`src/rtl/wsjd_pkg.sv`:
```
// Package: status codes and actions for the job dispatcher.
package wsjd_pkg;
  localparam logic [1:0] ACT_SUBMIT = 2'd0;
  localparam logic [1:0] ACT_TAKE   = 2'd1;
  localparam logic [1:0] ACT_STOP   = 2'd2;
  localparam logic [1:0] ACT_NOP    = 2'd3;
  localparam logic [2:0] ST_QUEUED          = 3'd0;
  localparam logic [2:0] ST_REFUSED_STOPPED = 3'd1;
  localparam logic [2:0] ST_REFUSED_FULL    = 3'd2;
  localparam logic [2:0] ST_RUN             = 3'd3;
  localparam logic [2:0] ST_CANCEL          = 3'd4;
  localparam logic [2:0] ST_EMPTY           = 3'd5;
  localparam logic [2:0] ST_STOP_DONE       = 3'd6;
  localparam logic [3:0] ACTIVE_RESET = 4'd8;
endpackage

```
`src/rtl/work_stealing_job_dispatcher.sv`:
```
// Top level: per-worker job queues in one tag memory with round-robin submit and stealing.
// A word that causes a result has it on the ports, with done, in the cycle right
// after the accepting edge (tag memory read on that edge); busy is high in that
// cycle, so no new word is taken while a result is out. The queue choice uses
// per-queue counts kept in flops; the tag memory has one synchronous port. Reset
// (rst, sync) empties all queues, sets running, rr pointer 0, active_queues 8.
module work_stealing_job_dispatcher #(
  parameter int NUM_QUEUES  = 8,
  parameter int QUEUE_DEPTH = 16,
  parameter int TAG_BITS    = 16
) (
  input  logic                clk,
  input  logic                rst,
  input  logic                start,
  output logic                busy,
  input  logic [1:0]          action,
  input  logic [15:0]         job_tag,
  input  logic [2:0]          worker_id,
  input  logic                drain,
  output logic                done,
  output logic [2:0]          status,
  output logic [2:0]          queue_index,
  output logic [15:0]         job_out,
  output logic                stolen,
  input  logic                psel,
  input  logic                penable,
  input  logic                pwrite,
  input  logic [1:0]          paddr,
  input  logic [31:0]         pwdata,
  output logic [31:0]         prdata,
  output logic                pready
);
  import wsjd_pkg::*;

  localparam int QW = (NUM_QUEUES > 1) ? $clog2(NUM_QUEUES) : 1;
  localparam int PW = (QUEUE_DEPTH > 1) ? $clog2(QUEUE_DEPTH) : 1;
  localparam int CW = $clog2(QUEUE_DEPTH + 1);
  localparam int NW = $clog2(NUM_QUEUES + 1);
  localparam int AW = QW + PW;

  // tag memory, one port
  logic [TAG_BITS-1:0] mem [NUM_QUEUES*QUEUE_DEPTH];
  logic [PW-1:0] heads [NUM_QUEUES];
  logic [PW-1:0] tails [NUM_QUEUES];
  logic [CW-1:0] counts [NUM_QUEUES];
  logic [QW-1:0] rr;
  logic running, drain_flag;
  logic [3:0] active_queues;

  // stage-2 holding registers
  logic          pend;
  logic          pend_pop;
  logic [2:0]    p_status, p_qi;
  logic [15:0]   p_tag;
  logic          p_stolen;
  logic [TAG_BITS-1:0] rd_data;

  assign pready = 1'b1;
  assign prdata = {28'd0, active_queues};
  assign busy = pend;

  // effective ring size
  logic [NW-1:0] n;
  always_comb begin
    if (active_queues == 4'd0) n = NW'(1);
    else if (32'(active_queues) > NUM_QUEUES) n = NW'(NUM_QUEUES);
    else n = NW'(active_queues);
  end

  // ring search: at most NUM_QUEUES independent probes, first hit wins
  logic [QW-1:0] rr_eff, sub_q, take_q;
  logic          sub_hit, take_hit, take_st, worker_in;
  logic [NW:0]   sum;
  logic [QW-1:0] cand;
  logic [NW-1:0] limit;
  always_comb begin
    rr_eff = (NW'(rr) < n) ? rr : '0;
    sub_hit = 1'b0; sub_q = rr_eff;
    take_hit = 1'b0; take_q = '0; take_st = 1'b0;
    worker_in = (32'(worker_id) < 32'(n));
    limit = (!running && drain_flag) ? NW'(1) : n;
    for (int i = 0; i < NUM_QUEUES; i++) begin
      sum = (NW+1)'(rr_eff) + (NW+1)'(i);
      if (sum >= (NW+1)'(n)) sum = sum - (NW+1)'(n);
      cand = QW'(sum);
      if (!sub_hit && (i < 32'(n)) && (32'(counts[cand]) < QUEUE_DEPTH)) begin
        sub_hit = 1'b1; sub_q = cand;
      end
      sum = (NW+1)'(worker_id) + (NW+1)'(i);
      if (sum >= (NW+1)'(n)) sum = sum - (NW+1)'(n);
      cand = QW'(sum);
      if (!take_hit && (i < 32'(limit)) && (counts[cand] != '0)) begin
        take_hit = 1'b1; take_q = cand; take_st = (i != 0);
      end
    end
  end

  logic acc;
  assign acc = start && !busy;
  logic [QW:0] rr_inc;
  assign rr_inc = (QW+1)'(rr_eff) + 1'b1;

  always_ff @(posedge clk) begin
    if (acc && action == ACT_SUBMIT && running && sub_hit)
      mem[{sub_q, tails[sub_q]}] <= TAG_BITS'(job_tag);
    if (acc && action == ACT_TAKE)
      rd_data <= mem[AW'({take_q, heads[take_q]})];
  end

  always_ff @(posedge clk) begin
    if (rst) begin
      for (int q = 0; q < NUM_QUEUES; q++) begin
        heads[q] <= '0; tails[q] <= '0; counts[q] <= '0;
      end
      rr <= '0; running <= 1'b1; drain_flag <= 1'b0;
      active_queues <= ACTIVE_RESET; pend <= 1'b0;
    end else begin
      if (psel && penable && pwrite && paddr == 2'd0) active_queues <= pwdata[3:0];
      // the unused action code gives no word
      pend <= acc && (action != ACT_NOP);
      if (acc) begin
        case (action)
          ACT_SUBMIT: begin
            pend_pop <= 1'b0; p_stolen <= 1'b0; p_tag <= job_tag;
            if (!running) begin
              p_status <= ST_REFUSED_STOPPED; p_qi <= 3'd0;
            end else begin
              rr <= (rr_inc >= (QW+1)'(n)) ? '0 : QW'(rr_inc);
              if (sub_hit) begin
                p_status <= ST_QUEUED; p_qi <= 3'(sub_q);
                tails[sub_q] <= (32'(tails[sub_q]) == QUEUE_DEPTH-1) ? '0
                                : tails[sub_q] + 1'b1;
                counts[sub_q] <= counts[sub_q] + 1'b1;
              end else begin
                p_status <= ST_REFUSED_FULL; p_qi <= 3'(rr_eff);
              end
            end
          end
          ACT_TAKE: begin
            p_tag <= 16'd0;
            if (worker_in && take_hit) begin
              pend_pop <= 1'b1; p_qi <= 3'(take_q); p_stolen <= take_st;
              p_status <= (!running && !drain_flag) ? ST_CANCEL : ST_RUN;
              heads[take_q] <= (32'(heads[take_q]) == QUEUE_DEPTH-1) ? '0
                               : heads[take_q] + 1'b1;
              counts[take_q] <= counts[take_q] - 1'b1;
            end else begin
              pend_pop <= 1'b0; p_stolen <= 1'b0;
              p_status <= ST_EMPTY; p_qi <= worker_id;
            end
          end
          ACT_STOP: begin
            pend_pop <= 1'b0; p_stolen <= 1'b0;
            p_tag <= 16'd0; p_status <= ST_STOP_DONE; p_qi <= 3'd0;
            if (running) begin
              running <= 1'b0; drain_flag <= drain;
            end else drain_flag <= drain_flag && drain;
          end
          default: ;
        endcase
      end
    end
  end

  logic [TAG_BITS-1:0] rd_ext;
  assign rd_ext = rd_data;
  assign done = pend;
  assign status = p_status;
  assign queue_index = p_qi;
  assign job_out = pend_pop ? 16'(rd_ext) : p_tag;
  assign stolen = p_stolen;
endmodule

```
`config.mk`:
```
export PLATFORM = sky130hd
export DESIGN_NAME = work_stealing_job_dispatcher
export DESIGN_NICKNAME = d
export VERILOG_FILES = /design/src/rtl/wsjd_pkg.sv /design/src/rtl/work_stealing_job_dispatcher.sv
export SDC_FILE = /design/constraint.sdc
export NUM_CORES = 2
export LEC_CHECK = 0
export BUFFER_PORTS_ARGS = -buffer_cell sky130_fd_sc_hd__buf_2
export CAP_MARGIN = 40
export CORE_ASPECT_RATIO = 0.6
export CORE_MARGIN = 2
export CORE_UTILIZATION = 30
export CTS_BUF_LIST = sky130_fd_sc_hd__clkbuf_4
export CTS_CLUSTER_DIAMETER = 30
export DETAILED_ROUTE_END_ITERATION = 8
export PLACE_DENSITY = 0.41
export SLEW_MARGIN = 40
export SYNTH_ARGS = -nofsm -noshare
export SYNTH_HDL_FRONTEND = slang
export SYNTH_SLANG_ARGS = --single-unit
```
`constraint.sdc`:
```
create_clock -name clk -period 22.9 [get_ports clk]
set_clock_uncertainty 0.1 [all_clocks]
set_input_delay 2.29 -clock clk [delete_from_list [all_inputs] [get_ports clk]]
set_output_delay 2.29 -clock clk [all_outputs]
set_load 0.02 [all_outputs]
```
# == Word level (Yosys, flattened, before mapping) ==
# Memory sizes are Yosys's and may differ from the RTL's. A register that Yosys moved wholly into a read port is not among the register bits.
# Index checks and enable logic that the tools add are counted.
# classes
addsub,35
magnitude_cmp,44
eq_ne,5
n_mux,104
bitwise_logic,1
n_reduce_logical,85
# ops
operator,n
$mux W3,43
$ge A4 B4 Y1,15
$sub A3 B3 Y3,16
$mux W1,44
$logic_and A1 B1 Y1,43
$lt A5 B5 Y1 const B,8
$reduce_bool A5 Y1,8
$add A3 B3 Y4 const B,8
$lt A3 B4 Y1 const A,8
$pmux W16 S2,1
$mux W4,7
$pmux W3 S3,2
$logic_not A1 Y1,17
$add A3 B2 Y4 const B,4
$lt A1 B4 Y1 const A,4
$lt A2 B4 Y1 const A,4
$mux W16,1
$add A3 B1 Y4 const B,3
$reduce_and A3 Y1,4
$mux W5,2
$reduce_or A5 Y1,2
$add A4 B1 Y4 const B,2
$eq A4 B4 Y1 const B,2
$ge A3 B4 Y1,2
17 further kinds,24
# totals
reg_bits,34
ram_bits,2152
in_bits,62
out_inout_bits,58
word_cells,288
n_memories,4
# memory_table
name,words,width,rd,rd_ports_with_merged_regs,wr,line_no,text
mem,128,16,1,1,1,work_stealing_job_dispatcher.sv:42,logic [TAG_BITS-1:0] mem [NUM_QUEUES*QUEUE_DEPTH];
counts,8,5,18,0,8,work_stealing_job_dispatcher.sv:45,logic [CW-1:0] counts [NUM_QUEUES];
heads,8,4,1,0,8,work_stealing_job_dispatcher.sv:43,logic [PW-1:0] heads [NUM_QUEUES];
tails,8,4,1,0,8,work_stealing_job_dispatcher.sv:44,logic [PW-1:0] tails [NUM_QUEUES];

# == Logic depth before layout (Yosys ltp) ==
# An unclocked memory read counts as a cell.
# logic_depth
depth_word,48
mapped_depth,34
ltp_nobuf,31

# == Least setup slack after synthesis ==
# OpenSTA, ideal clock, no wires.
# synth_path
kind,register to register
start,reg active_queues[3]
end,"mem mem[110][0], enable pin"
setup_ns,0.431
t_arrival_ns,8.866
required_time_ns,22.369
path_slack_ns,13.504
stages_incl_launch_ff,30
path_cell_list,dfxtp_1 > buf_4 > inv_1 > nand2_1 > ha_1 > nor2_1 > or2_2 > o31ai_2 > inv_1 > ha_1 > xor2_1 > inv_2 > ha_1 > a21boi_0 > o21a_1 > or2_2 > o21ai_1 > a211oi_2 > nor2_1 > o2111ai_1 > a32o_1 > a221oi_2 > buf_4 > buf_2 > nand2_1 > nor2_1 > nand2_1 > nand4_1 > o211ai_1 > nor4_1
# synth_between
elab_chain_len,42
# synth_rtl
element,line_no,text
start: declaration,work_stealing_job_dispatcher.sv:48,logic [3:0] active_queues;
start signal: assignment,work_stealing_job_dispatcher.sv:118,if (psel && penable && pwrite && paddr == 2'd0) active_queues <= pwdata[3:0];
$gt A4 B4 Y1,work_stealing_job_dispatcher.sv:66,else if (32'(active_queues) > NUM_QUEUES) n = NW'(NUM_QUEUES);
$mux W4,work_stealing_job_dispatcher.sv:66,
$mux W4 (*),work_stealing_job_dispatcher.sv:65,if (active_queues == 4'd0) n = NW'(1);
"parallel branches: the longest is 39 deep, another holds $mem_v2 Z8 W5",--,
end: declaration,work_stealing_job_dispatcher.sv:42,
# Mark *: on every way between the ends.

# == Worst setup path in the final report ==
# layout_path
start,in worker_id[0]
end,reg rd_data[5] (read register of mem) (data pin)
# layout_between
elab_chain_len,35
# layout_rtl
element,line_no,text
start: declaration,work_stealing_job_dispatcher.sv:18,"input logic [2:0] worker_id,"
"parallel branches: the longest is 33 deep, another holds $mem_v2 Z8 W5",--,
$mux W3 (*),work_stealing_job_dispatcher.sv:92,if (!take_hit && (i < 32'(limit)) && (counts[cand] != '0)) begin
$mem_v2 Z8 W4,--,
end: declaration,work_stealing_job_dispatcher.sv:56,logic [TAG_BITS-1:0] rd_data;
# Marked as above.
# A chain may end at the register's enable or synchronous reset.

==> impl_results.md <==
- Run status: completed
- Worst Hold End: drain_flag$_SDFFE_PP0P_
- CTS tree: done
- DRC viols: 0
- Ys Warns: 0
- WHS Path Cells: 2
- Post-synth EDFFs: 2192
- Post-Syn Area per Cell: 12.9 um^2
- GRT overflow: 0
- Post-DR vias/cell: 5.20
- Maxcap violations: 0
- Peak Freq: 0.0798 GHz
- Ys async rst share: 0
- Leakage: 35.7 nW
- Final WL: 329 mm
- PD cells: 103 nW/um^2
- Max Slew Vio Count: 0
- CTS buffer count: 553
- Synth Register Bits: 2202
- Vias: 62500
- Initial antenna violation count: 30
- All-Layer GR Usage: 0.205
- CP startpoint kind: input port
- Avg WL per Cell: 27.3 um
- Worst VDD drop: 0.0976 mV
- Fin. Hold Viols: 0
- CTS H-tree lvls: 6
- Yosys cell types: 114
- CTS Hold Buffers Added: 0
- Flop2flop setup slack: 10470 ps
- Reg2reg start: active_queues[3]$_SDFFE_PP1P_
- Die height: 434 um
- Worst Setup End Kind: register
- Area Growth Syn to Fin: 13.9%
- Clock Sinks: 2202
- Post_cts resized: 0
- Largest stage delay, worst path: 730 ps
- Clk slew on worst S/H paths: 70 ps
- Minimum clock period: 12540 ps
- GP Congestion: 0.855
- Register area share after synthesis: 0.714
- Post-Syn Area: 92500 um^2
- Worst Path Arrival: 13430 ps
- R2R depth: 27
- Hold path start: drain_flag$_SDFFE_PP0P_
- CTS Buffer Depth: 4
- Die footprint: 313000 um^2
- Die W: 721 um
- Port Buffers: 62
- Layout Utilization: 0.345
- Initial DRC count: 6880
- Cell row count: 157
- Final setup violation count: 0
- Final ANT Viol Nets: 0
- WP data required: 23800 ps
- Worst Setup SP: worker_id[0]
- Share of cells above drive strength 1: 0.176
- Clk_lat worst skew: 1280 ps
- First-pass GRT wire length: 460 mm
- Fin nets: 7766
- Setup TNS: 0 ps
- Ys flop type: edfxtp_1
- Worst min-delay path class: reg2reg
- RSZ-0062 raised after global routing: false
- DR pass1 iterations: 6
- Slowest-stage cell, CP: buf_4
- Root buffer cell: clkbuf_4
- Pin slew with the least headroom to its limit: 936 ps
- R2r endpoint: rd_data[5]$_DFFE_PP_
- Tcrit/Tclk final: 0.547
- Largest net degree at the start of global routing: 159
- Post-CTS Setup Repair Bufs: 0
- Core area: 306000 um^2
- Syn Inst Count: 7198
- Initial Util: 0.302
- Number of global-route vias before repair: 59400
- IO Count: 120
- Worst-path maximum fanout: 136
- Rel. slew slack: 0.375
- Most frequent CP cell: buf_4
- HPWL Detailed: 195 mm
- Setup CP Type: in2reg
-- flip-flops by register name, summed over array words and instances (netlist names), 4 cells and up --
name           flops
heads             32
counts            40
tails             32
p_tag             16
mem             2048
active_queues      4
rd_data           16
-- Yosys cell counts (59+ instances only) --
library cell | count | area share
nand4_1 | 283 | 0.019
a31oi_1 | 177 | 0.012
nor2_1 | 319 | 0.013
a32oi_1 | 121 | 0.011
a21oi_1 | 59 | 0.0032
mux2i_1 | 203 | 0.022
nand3_1 | 702 | 0.038
edfxtp_1 | 2192 | 0.71
buf_2 | 239 | 0.013
nand2_1 | 1913 | 0.078
ha_1 | 63 | 0.0085
clkbuf_1 | 120 | 0.0049
o21ai_0 | 83 | 0.0045
-- where the power goes --
group	switching [mW]	leakage (nW)	total (mW)	internal (mW)
sequential	0.0170	19.9	4.48	4.46
clock	1.63	4.00	3.36	1.73
combinational	2.24	11.8	2.96	0.717
-- through the flow --
step           setup WS, ps  hold slack, ps  power (mW)  area [um^2]  instances
6_report              10360             492        10.8       105000      12000
5_1_grt                9810             517        11.3       105000      12000
4_1_cts               10560             474        10.9       105000      12000
3_5_place_dp           9140             462        7.51        98500      11100
3_3_place_gp           9170             450        7.48        98100      11100
2_1_floorplan         13500             408        6.31        92600       7225
-- cell usage in the layout, fill, tap and decap left out, drive strengths merged, types with 28 or more instances in the layout --
cell type	synthesis	routed
nand3	704	704
nand2	1915	1915
buf	330	304
clkinv	1	68
clkbuf	122	775
a32oi	121	121
edfxtp	2192	2192
nand2b	47	47
nor2	323	323
mux2i	205	205
nand4	283	283
a31oi	180	180
nor2b	28	28
conb	2	29
o21ai	95	95
nor3	47	47
mux2	43	43
ha	63	63
inv	58	73
a21oi	59	59
-- per-layer routing --
| metal | track usage | vias to the layer above | wire length [um] |
|---|---|---|---|
| met3 | 0.0404 | 417 | 25200 |
| met4 | 0.0417 | 8 | 5570 |
| met1 | 0.334 | 31800 | 169000 |
| li1 | - | 27900 | - |
| met5 | 0 | - | 51 |
| met2 | 0.275 | 2420 | 130000 |
-- cell type report --
| class | count | area (um^2) |
|---|---|---|
| repair buffers | 305 | 2490 |
| clock buffers | 774 | 5810 |
| flip-flops and latches | 2202 | 66000 |
| multi-input cells | 4512 | 24900 |
| fillers | 30100 | 200000 |
| clock inverters | 100 | 840 |
| inverters | 59 | 229 |
| diodes | 27 | 67.6 |
| well taps | 4054 | 5070 |
-- critical path: cells and delay by family --
family | cells | cell delay (ps)
AO/OA/AOI/OAI | 9 | 2320
multiplexers | 2 | 810
AND/OR/NAND/NOR | 7 | 1970
buffers and inverters | 10 | 4940
adder cells (fa/ha/maj) | 2 | 840
-- cells by family after synthesis --
logic type | after synthesis | synth area share
fa+ha+maj | 71 | 0.0103
xor+xnor | 26 | 0.00254
flops | 2202 | 0.714
simple gates | 3470 | 0.166
other cells | 2 | 0.0000812
mux | 251 | 0.0284
compound gates | 665 | 0.0527
buf+inv | 511 | 0.0263
-- how the worst max path moves through the flow --
| stage | end | slack, ps | depth (start not counted) |
|---|---|---|---|
| 2_1_floorplan | mem[110][0]$_DFFE_PP_ | 13500 | 29 |
| 3_3_place_gp | rd_data[5]$_DFFE_PP_ | 9170 | 29 |
| 3_5_place_dp | rd_data[5]$_DFFE_PP_ | 9140 | 30 |
| 4_1_cts | rd_data[5]$_DFFE_PP_ | 10560 | 30 |
| 5_1_grt | rd_data[5]$_DFFE_PP_ | 9810 | 30 |
| 6_report | rd_data[5]$_DFFE_PP_ | 10360 | 30 |
Power figures use the tool's default switching activity.
